===== config.mk =====
export PLATFORM = sky130hd
export DESIGN_NAME = tsw_div
export DESIGN_NICKNAME = d
export VERILOG_FILES = /design/src/rtl/trapezoid_squeeze_shade_warp_top_defines.svh /design/src/rtl/tsw_div.sv
export SDC_FILE = /design/constraint.sdc
export NUM_CORES = 1
export LEC_CHECK = 0
export BUFFER_PORTS_ARGS = -buffer_cell sky130_fd_sc_hd__buf_2
export CORE_ASPECT_RATIO = 1.5
export CORE_MARGIN = 2
export CORE_UTILIZATION = 55
export DETAILED_ROUTE_END_ITERATION = 10
export PLACE_DENSITY_LB_ADDON = 0.25
export SYNTH_ARGS = -nofsm -noshare
export SYNTH_HDL_FRONTEND = slang
export SYNTH_SLANG_ARGS = --single-unit
export TNS_END_PERCENT = 10

===== constraint.sdc =====
create_clock -name clk_i -period 8.3 [get_ports clk_i]
set_input_delay 0.83 -clock clk_i [delete_from_list [all_inputs] [get_ports clk_i]]
set_output_delay 0.83 -clock clk_i [all_outputs]
set_load 0.05 [all_outputs]

===== src/rtl/trapezoid_squeeze_shade_warp_top_defines.svh =====
`ifndef TRAPEZOID_SQUEEZE_SHADE_WARP_TOP_DEFINES_SVH
`define TRAPEZOID_SQUEEZE_SHADE_WARP_TOP_DEFINES_SVH

// same-cycle implication, sampled on clk_i, off during reset
`define TSW_ASSERT_IMP(lbl, ante, cons, msg) \
  lbl: assert property (@(posedge clk_i) disable iff (!rst_ni) (ante) |-> (cons)) \
    else $error(msg);

// next-cycle implication, sampled on clk_i, off during reset
`define TSW_ASSERT_NXT(lbl, ante, cons, msg) \
  lbl: assert property (@(posedge clk_i) disable iff (!rst_ni) (ante) |=> (cons)) \
    else $error(msg);

`endif


===== src/rtl/tsw_div.sv =====
module tsw_div #(
  parameter int unsigned NW = 34,
  parameter int unsigned DW = 26,
  parameter int unsigned QW = 9
) (
  input  logic          clk_i,
  input  logic [NW-1:0] n_i,
  input  logic [DW-1:0] d_i,
  output logic [QW-1:0] q_o
);
  // restoring division, one quotient bit per stage
  localparam int unsigned CW = (NW > DW + QW) ? NW : DW + QW;

  logic [CW-1:0] rem_q [QW];
  logic [DW-1:0] den_q [QW];
  logic [QW-1:0] quo_q [QW];

  for (genvar k = 0; k < QW; k++) begin : g_stage
    logic [CW-1:0] rem_in;
    logic [DW-1:0] den_in;
    logic [QW-1:0] quo_in;
    logic [CW-1:0] trial;
    logic [CW:0]   diff;
    logic [QW-1:0] quo_nx;

    if (k == 0) begin : g_first
      assign rem_in = CW'(n_i);
      assign den_in = d_i;
      assign quo_in = '0;
    end else begin : g_next
      assign rem_in = rem_q[k-1];
      assign den_in = den_q[k-1];
      assign quo_in = quo_q[k-1];
    end

    assign trial = CW'(den_in) << (QW - 1 - k);
    assign diff  = {1'b0, rem_in} - {1'b0, trial};

    always_comb begin
      quo_nx = quo_in;
      quo_nx[QW-1-k] = ~diff[CW];
    end

    always_ff @(posedge clk_i) begin
      rem_q[k] <= diff[CW] ? rem_in : diff[CW-1:0];
      den_q[k] <= den_in;
      quo_q[k] <= quo_nx;
    end
  end

  assign q_o = quo_q[QW-1];
endmodule


Word level (Yosys, flattened, before mapping)
Memories as Yosys holds them, arrays and structs flattened.
Cells that the tools add are included.
{"block": "totals", "regBits": 0, "ramBits": 630, "in_bits": 61, "output_inout_bits": 9, "wordCells": 30, "n_memories": 3}
{"memory": "rem_q", "words": 9, "width": 35, "read_ports": 8, "rd_clocked_by_memory_dff": 0, "write_ports": 9, "line": "tsw_div.sv:14", "source": "logic [CW-1:0] rem_q [QW];"}
{"memory": "den_q", "words": 9, "width": 26, "read_ports": 8, "rd_clocked_by_memory_dff": 0, "write_ports": 9, "line": "tsw_div.sv:15", "source": "logic [DW-1:0] den_q [QW];"}
{"memory": "quo_q", "words": 9, "width": 9, "read_ports": 9, "rd_clocked_by_memory_dff": 0, "write_ports": 9, "line": "tsw_div.sv:16", "source": "logic [QW-1:0] quo_q [QW];"}
{"block": "op_classes", "n_addsub": 9, "muxes": 9, "bitwise": 9}
{"op": "$mux W35", "n": 9}
{"op": "$sub A35 B26 Y36", "n": 1}
{"op": "$sub A35 B27 Y36", "n": 1}
{"op": "$sub A35 B28 Y36", "n": 1}
{"op": "$sub A35 B29 Y36", "n": 1}
{"op": "$sub A35 B30 Y36", "n": 1}
{"op": "$sub A35 B31 Y36", "n": 1}
{"op": "$sub A35 B32 Y36", "n": 1}
{"op": "$sub A35 B33 Y36", "n": 1}
{"op": "$sub A34 B34 Y35", "n": 1}
{"op": "$not A1 Y1", "n": 9}

Depth between registers and ports, before layout
Gate-level depths: netlist of the first run.
An unclocked memory read counts as a cell.
{"block": "depth", "depth_word": 3, "ltp_mapped": 14, "mapped_depth_nobuf": 13}

Worst setup path before layout of the first run
Ideal clock, no wire load.
{"block": "synth_timing", "kind": "input -> register", "start": "input port n_i[8]", "end": "memory rem_q[0][27] in the netlist's numbering", "setup_ps": 137, "arrival_ps": 3231, "t_required_ps": 8163, "slack_ps": 4932, "path_stages": 13, "path_buffers": 2, "path_cell_list": "inv_1 > ha_1 > fa_1 > nand2b_1 > a21oi_1 > o21ai_0 > a211oi_1 > o31a_1 > a211o_1 > a21o_1 > clkbuf_1 > clkbuf_1 > a31oi_1"}
{"item": "start: declaration", "line": "tsw_div.sv:7", "source": "input logic [NW-1:0] n_i,"}
{"item": "end: declaration", "line": "tsw_div.sv:14"}

==> metrics.md, run 1 <==
| Metric | Value |
|---|---|
| Gr usage total | `21.5%` |
| First-pass GRT wire length | `85400 um` |
| Per-cell routed wire length | `14.5 um` |
| Final Non-Filler Cells | `3476` |
| Min Tclk post-route | `3.80 ns` |
| Syn_area_per_cell | `9.09 um2` |
| Worst Skew | `0.0209 ns` |
| Post-synth top flop | `dfxtp_1` |
| Initial Util | `55.4%` |
| CTS hold repair buffers | `0` |
| Total congestion overflow | `0` |
| Post-CTS sizing | `0` |
| Worst endpoint required time | `8.79 ns` |
| Seq cells post-synth | `532` |
| RSZ-0062 raised after global routing | `no` |
| R2r worst-path depth | `13` |
| Max Clock Freq | `263 MHz` |
| Crit Path Max Fanout | `51` |
| Detailed Route WL | `50500 um` |
| # port buffers | `69` |
| DIE AREA | `0.0476 mm2` |
| DRC viols | `0` |
| Num rows | `96` |
| Relative slew slack | `44.5%` |
| Syn nets | `3078` |
| Post-synthesis sequential area ratio | `42.2%` |
| CTS H-tree lvls | `2` |
| Post-layout nets | `3153` |
| Cell taking the most area after synthesis | `dfxtp_1` |
| EDFF count, synth | `0` |
| Critical path capture point type | `register` |
| Slowest cell on the critical path | `o211ai_1` |
| Clk_lat worst skew | `0.58 ns` |
| Max VDD drop | `0.206 mV` |
| CP Cell Sequence | `inv_1 > ha_1 > nor2b_1 > o31ai_1 > a31oi_1 > o211ai_1 > o221a_2 > nor2b_1 > a21oi_4 > buf_4 > inv_1 > o211ai_1 > xnor2_1` |
| Max cap viols | `0` |
| Synth cell types | `81` |
| Clk sinks | `532` |
| Core footprint | `0.0455 mm2` |
| Die Width | `179 um` |
| Slew @ Worst Pin | `0.822 ns` |
| Routed Antenna Nets | `0` |
| Area contributors post-synth | `dfxtp_1, ha_1, a21oi_1` |
| Layout fillers | `3863` |
| CP Data Arrival Time | `4.30 ns` |
| Cell total after placement | `3387` |
| Most common cell in the netlist | `dfxtp_1` |
| Post-Syn Area | `0.0252 mm2` |
| Pwr/cell area | `396 mW/mm2` |
| First-pass iteration count of the detailed router | `5` |
| Final setup fails | `0` |
| CTS tree | `done` |
| Iter 0 DRT Violations | `844` |
| Final hold violations | `0` |
| CTS root buffer | `clkbuf_16` |
| Internal reg-to-reg setup slack | `4.50 ns` |
| Hold path depth | `0` |
| Clock buffer depth | `3` |
| Final worst path period share | `45.8%` |
| Yosys Warn Count | `0` |
| P&R area growth vs syn | `10.5%` |
| Hold WC Path Type | `reg -> reg` |
| Routability cong. | `0.885` |
| Setup crit start kind | `register` |
| CTS clk-pin slew, worst paths | `0.06 ns` |
| Asr flop ratio synth | `0%` |
| Antenna violations before repair | `0` |
| Vias per inst | `5.46` |
| Commonest cells post-synth | `dfxtp_1, inv_1, a21oi_1` |
| Leakage power | `12.9 nW` |
| Total number of vias | `18992` |
| Slew Viols, Final | `0` |
| HPWL Detailed | `39800 um` |
| Crit path largest cell delay | `0.45 ns` |
| ANT cells | `0` |
| Status | `completed` |
| Share of layout cells above drive strength 1 | `8.59%` |
| CTS Buf Count | `50` |
| Total negative slack | `0 ns` |
| Area share of the leading cell type in the synthesized netlist | `42.2%` |
| Top Ports | `70` |
| Postcts setup bufs | `0` |
| Largest net degree at the start of global routing | `54` |
| Number of global-route vias before repair | `19345` |
| Setup Crit Path Kind | `reg -> reg` |
| Die Y | `266 um` |
| Post-Syn Instances | `2776` |
-- metrics by stage --
step	worst slack [ns]	utilization, %	hold WS (ns)	cell area, um2	total power, mW
after detailed placement	4.09	57.5	0.312	26200	8.73
after CTS	4.55	61.2	0.317	27900	11.1
after floorplan	4.93	-	0.310	25200	7.65
after global placement	4.13	57.5	0.310	26200	8.58
after global routing	4.28	61.2	0.320	27900	11.9
final	4.50	61.2	0.320	27900	11.0
-- final timing paths --
kind / end / startpoint
hold reg to reg: quo_q[6][3]$_DFF_P_ / quo_q[5][3]$_DFF_P_
setup reg to reg: rem_q[0][102]$_DFF_P_ / den_q[0][27]$_DFF_P_
hold / removal: quo_q[6][3]$_DFF_P_ / quo_q[5][3]$_DFF_P_
setup / recovery: rem_q[0][102]$_DFF_P_ / den_q[0][27]$_DFF_P_
-- flip-flops by register name, indices dropped and copies added, names as in the netlist --
signal and count:
den_q 208, quo_q 45, rem_q 279
-- kinds of logic after synthesis --
logic type	count (synthesis)	synth area share (%)
AOI/OAI and AO/OA	746	18.6
and+or+nand+nor	646	12.1
DFF	532	42.2
buffers and inverters	353	5.35
adders and majority gates	241	12.2
xor gates and xnor gates	196	6.81
muxes	62	2.75
-- area by class of cell --
class	count	area, um2	share of cell area, %
flip-flops and latches	532	10700	38.2
repair buffers	78	413	1.48
well taps	588	736	2.64
inverters	298	1120	4.01
clock buffers	70	1450	5.19
clock inverters	19	251	0.902
multi-input cells	1891	13300	47.6
-- worst max-delay path, delay by kind of cell (launching register included) --
kind | cells | cell delay (ns)
adders and majority gates | 1 | 0.26
AOI/OAI and AO/OA | 6 | 1.85
and+or+nand+nor | 2 | 0.26
DFF | 1 | 0.37
buffers and inverters | 3 | 0.79
xor gates and xnor gates | 1 | 0.16
-- metal layers --
| metal | track usage (%) | vias to the layer above | wire length, um |
|---|---|---|---|
| met5 | 0 | - | 0 |
| met4 | 10.3 | 0 | 2460 |
| li1 | - | 9763 | - |
| met3 | 2.51 | 136 | 1410 |
| met1 | 21.5 | 8721 | 19300 |
| met2 | 42.8 | 372 | 27300 |
-- cells in the final DEF (no fill, tap or decap), drive strengths merged, types with 8 or more instances in the layout --
cell	count
a21o	81
clkinv	11
nand2	204
nand2b	41
fa	8
nand3	48
clkbuf	70
xor2	71
nor2b	30
a21oi	238
nor3b	9
a211o	10
o211ai	19
a2111oi	9
xnor2	125
dfxtp	532
nor2	169
o21bai	24
ha	233
a211oi	21
o21ai	192
a31oi	26
buf	78
o31ai	17
and3	15
or3	21
nand4	14
inv	299
or2	11
nor3	46
nor4	10
mux2	58
o21a	33
-- power by group --
part / leakage, nW / switching [mW] / total [mW] / internal [mW]
Combinational: 7.54 / 2.79 / 5.04 / 2.25
Clock: 0.839 / 0.927 / 2.30 / 1.37
Sequential: 4.48 / 0.393 / 3.70 / 3.31
Total: 12.9 / 4.11 / 11.0 / 6.93
Note: power is estimated with default switching activity, not from simulation.
==> run 2, diff against run 1 <==
==> constraint.sdc (replaced) <==
create_clock -name clk_i -period 3.1 [get_ports clk_i]
set_input_delay 0.31 -clock clk_i [delete_from_list [all_inputs] [get_ports clk_i]]
set_output_delay 0.31 -clock clk_i [all_outputs]
set_load 0.05 [all_outputs]
==> metrics.md, run 2 (synthesized netlist as in run 1, its figures left out) <==
| Metric | Value |
|---|---|
| CP Cell Sequence | `inv_1 > ha_1 > fa_1 > nor2b_2 > o31ai_2 > a211oi_2 > nor2_1 > o31a_1 > o21ai_1 > buf_4 > nor4_1 > o41ai_1 > mux2_2` |
| CTS H-tree lvls | `2 (unchanged)` |
| Total number of vias | `19825 (+4.4%)` |
| Max Clock Freq | `315 MHz (+20%)` |
| DIE AREA | `0.0476 mm2 (unchanged)` |
| Relative slew slack | `58.6% (+14 points)` |
| Core footprint | `0.0455 mm2 (unchanged)` |
| Cell total after placement | `3495 (+3.2%)` |
| RSZ-0062 raised after global routing | `yes` |
| First-pass iteration count of the detailed router | `5 (unchanged)` |
| Slew @ Worst Pin | `0.605 ns (-0.217 ns)` |
| Die Width | `179 um (unchanged)` |
| CTS tree | `done` |
| Num rows | `96 (unchanged)` |
| Detailed Route WL | `52600 um (+4.2%)` |
| Min Tclk post-route | `3.18 ns (-0.628 ns)` |
| P&R area growth vs syn | `17.5%` |
| Crit path largest cell delay | `0.41 ns (-0.04 ns)` |
| Share of layout cells above drive strength 1 | `13.0% (+4.5 points)` |
| Number of global-route vias before repair | `20327 (+5.1%)` |
| DRC viols | `0 (unchanged)` |
| Antenna violations before repair | `0 (unchanged)` |
| Leakage power | `13.7 nW (+6.6%)` |
| Hold_ws | `0.0170 ns (-0.303 ns)` |
| Pwr/cell area | `1040 mW/mm2 (+160%)` |
| Clk_lat worst skew | `0.58 ns (about the same)` |
| Routed Antenna Nets | `0 (unchanged)` |
| Final worst path period share | `102% (+57 points)` |
| Setup crit start kind | `register` |
| Top Ports | `70 (unchanged)` |
| # port buffers | `69 (unchanged)` |
| Total negative slack | `-0.0766 ns (-0.0766 ns)` |
| Status | `complete, but fails checks` |
| Final worst slack | `-0.0766 ns (-4.57 ns)` |
| Clock buffer depth | `3 (unchanged)` |
| Worst Skew | `0.0151 ns (-0.00579 ns)` |
| Largest net degree at the start of global routing | `44 (-19%)` |
| Final Power | `30.9 mW (+180%)` |
| Post-layout nets | `3323 (+5.4%)` |
| Final hold violations | `0 (unchanged)` |
| Slowest cell on the critical path | `fa_1` |
| Final setup fails | `1 (+1)` |
| Total congestion overflow | `0 (unchanged)` |
| ANT cells | `0 (unchanged)` |
| Largest reg by FF count | `rem_q` |
| Max VDD drop | `0.528 mV (+160%)` |
| Violations in the final reports | `setup timing` |
| Most frequent cells in the layout | `dfxtp_1, inv_1, ha_1, a21oi_1, nand2_1` |
| Crit Path Max Fanout | `2 (-96%)` |
| Registers with the most flip-flops | `rem_q: 279 flops, den_q: 208 flops, quo_q: 45 flops` |
| Worst endpoint required time | `3.56 ns (-5.23 ns)` |
| CTS root buffer | `clkbuf_16` |
| Per-cell routed wire length | `14.4 um (-0.69%)` |
| Critical path capture point type | `register` |
| Dpl ws | `-0.312 ns (-4.40 ns)` |
| CTS Buf Count | `48 (-4.0%)` |
| Slew Viols, Final | `0 (unchanged)` |
| Max cap viols | `0 (unchanged)` |
| Die Y | `266 um (unchanged)` |
| Routability cong. | `0.948 (+7.1%)` |
| Hold WC Path Type | `in -> reg` |
| Placed Area | `0.0271 mm2 (+3.3%)` |
| First-pass GRT wire length | `87600 um (+2.6%)` |
| Iter 0 DRT Violations | `855 (+1.3%)` |
| Gr usage total | `22.1% (+0.55 points)` |
| Initial Util | `55.4% (unchanged)` |
| Clk sinks | `532 (unchanged)` |
| Vias per inst | `5.44 (-0.48%)` |
| Max reg flops | `279 (unchanged)` |
| Final Cell Area | `0.0296 mm2 (+6.3%)` |
| CP Data Arrival Time | `3.64 ns (-0.66 ns)` |
| Most common cell after layout, fill and taps aside | `dfxtp_1` |
| HPWL Detailed | `40700 um (+2.2%)` |
| Setup Crit Path Kind | `reg -> reg` |
| CTS clk-pin slew, worst paths | `0.07 ns (about the same)` |
| Final Util | `65.1% (+3.9 points)` |
| Final Non-Filler Cells | `3646 (+4.9%)` |
run 2: cell types whose count changed in the layout (fill, tap and decap cells not counted), sizes merged:
cell / change
bufinv: +3
clkinv: -2
clkinvlp: +2
clkbuf: -5
buf: +117
dlygate4sd3: +55
run 2: final cells by class:
type | instances | area (um2)
inverters | 298 | 1120
repair buffers | 250 | 1920
multi-input cells | 1891 | 13500
well taps | 588 | 736
clock inverters | 22 | 350
flip-flops and latches | 532 | 10700
clock buffers | 65 | 1360
fillers | 3581 | 15900
run 2: repair_timing:
action | 4_1_cts | 5_1_grt
pin swaps | 9 | 16
buffers inserted | 3 | 6
resized for setup | 21 | 42
endpoints found under the hold margin | 55 | 0
hold buffers | 55 | 0
endpoints found under the setup margin | 77 | 126
run 2: final timing paths:
kind | depth (start not counted) | endpoint | slack, ns | from
worst max register to register | 13 | rem_q[0][104]$_DFF_P_ | -0.08 | rem_q[0][41]$_DFF_P_
worst min register to register | 0 | rem_q[0][210]$_DFF_P_ | 0.32 | rem_q[0][175]$_DFF_P_
worst max-delay path | 13 | rem_q[0][104]$_DFF_P_ | -0.08 | rem_q[0][41]$_DFF_P_
worst min-delay path | 3 | rem_q[0][31]$_DFF_P_ | 0.02 | n_i[31]
run 2: power by group:
group	total, mW	internal (mW)	switching, mW
sequential	9.96	8.87	1.09
clock	6.21	3.75	2.45
combinational	14.7	6.88	7.83
total	30.9	19.5	11.4
run 2: per-layer routing:
| layer | global-route usage, % | vias to the layer above | routed length [um] |
|---|---|---|---|
| met5 | 0 | - | 0 |
| met4 | 11.8 | 0 | 2660 |
| met3 | 2.41 | 175 | 1540 |
| met2 | 44.4 | 447 | 28600 |
| met1 | 21.1 | 9088 | 19800 |
| li1 | - | 10115 | - |
run 2: critical path: cells and delay by family (launching register included):
family | cells | cell delay (ns)
simple gates | 3 | 0.31
fa+ha+maj | 2 | 0.64
buf+inv | 2 | 0.19
compound gates | 5 | 1.20
flops | 1 | 0.32
mux | 1 | 0.38
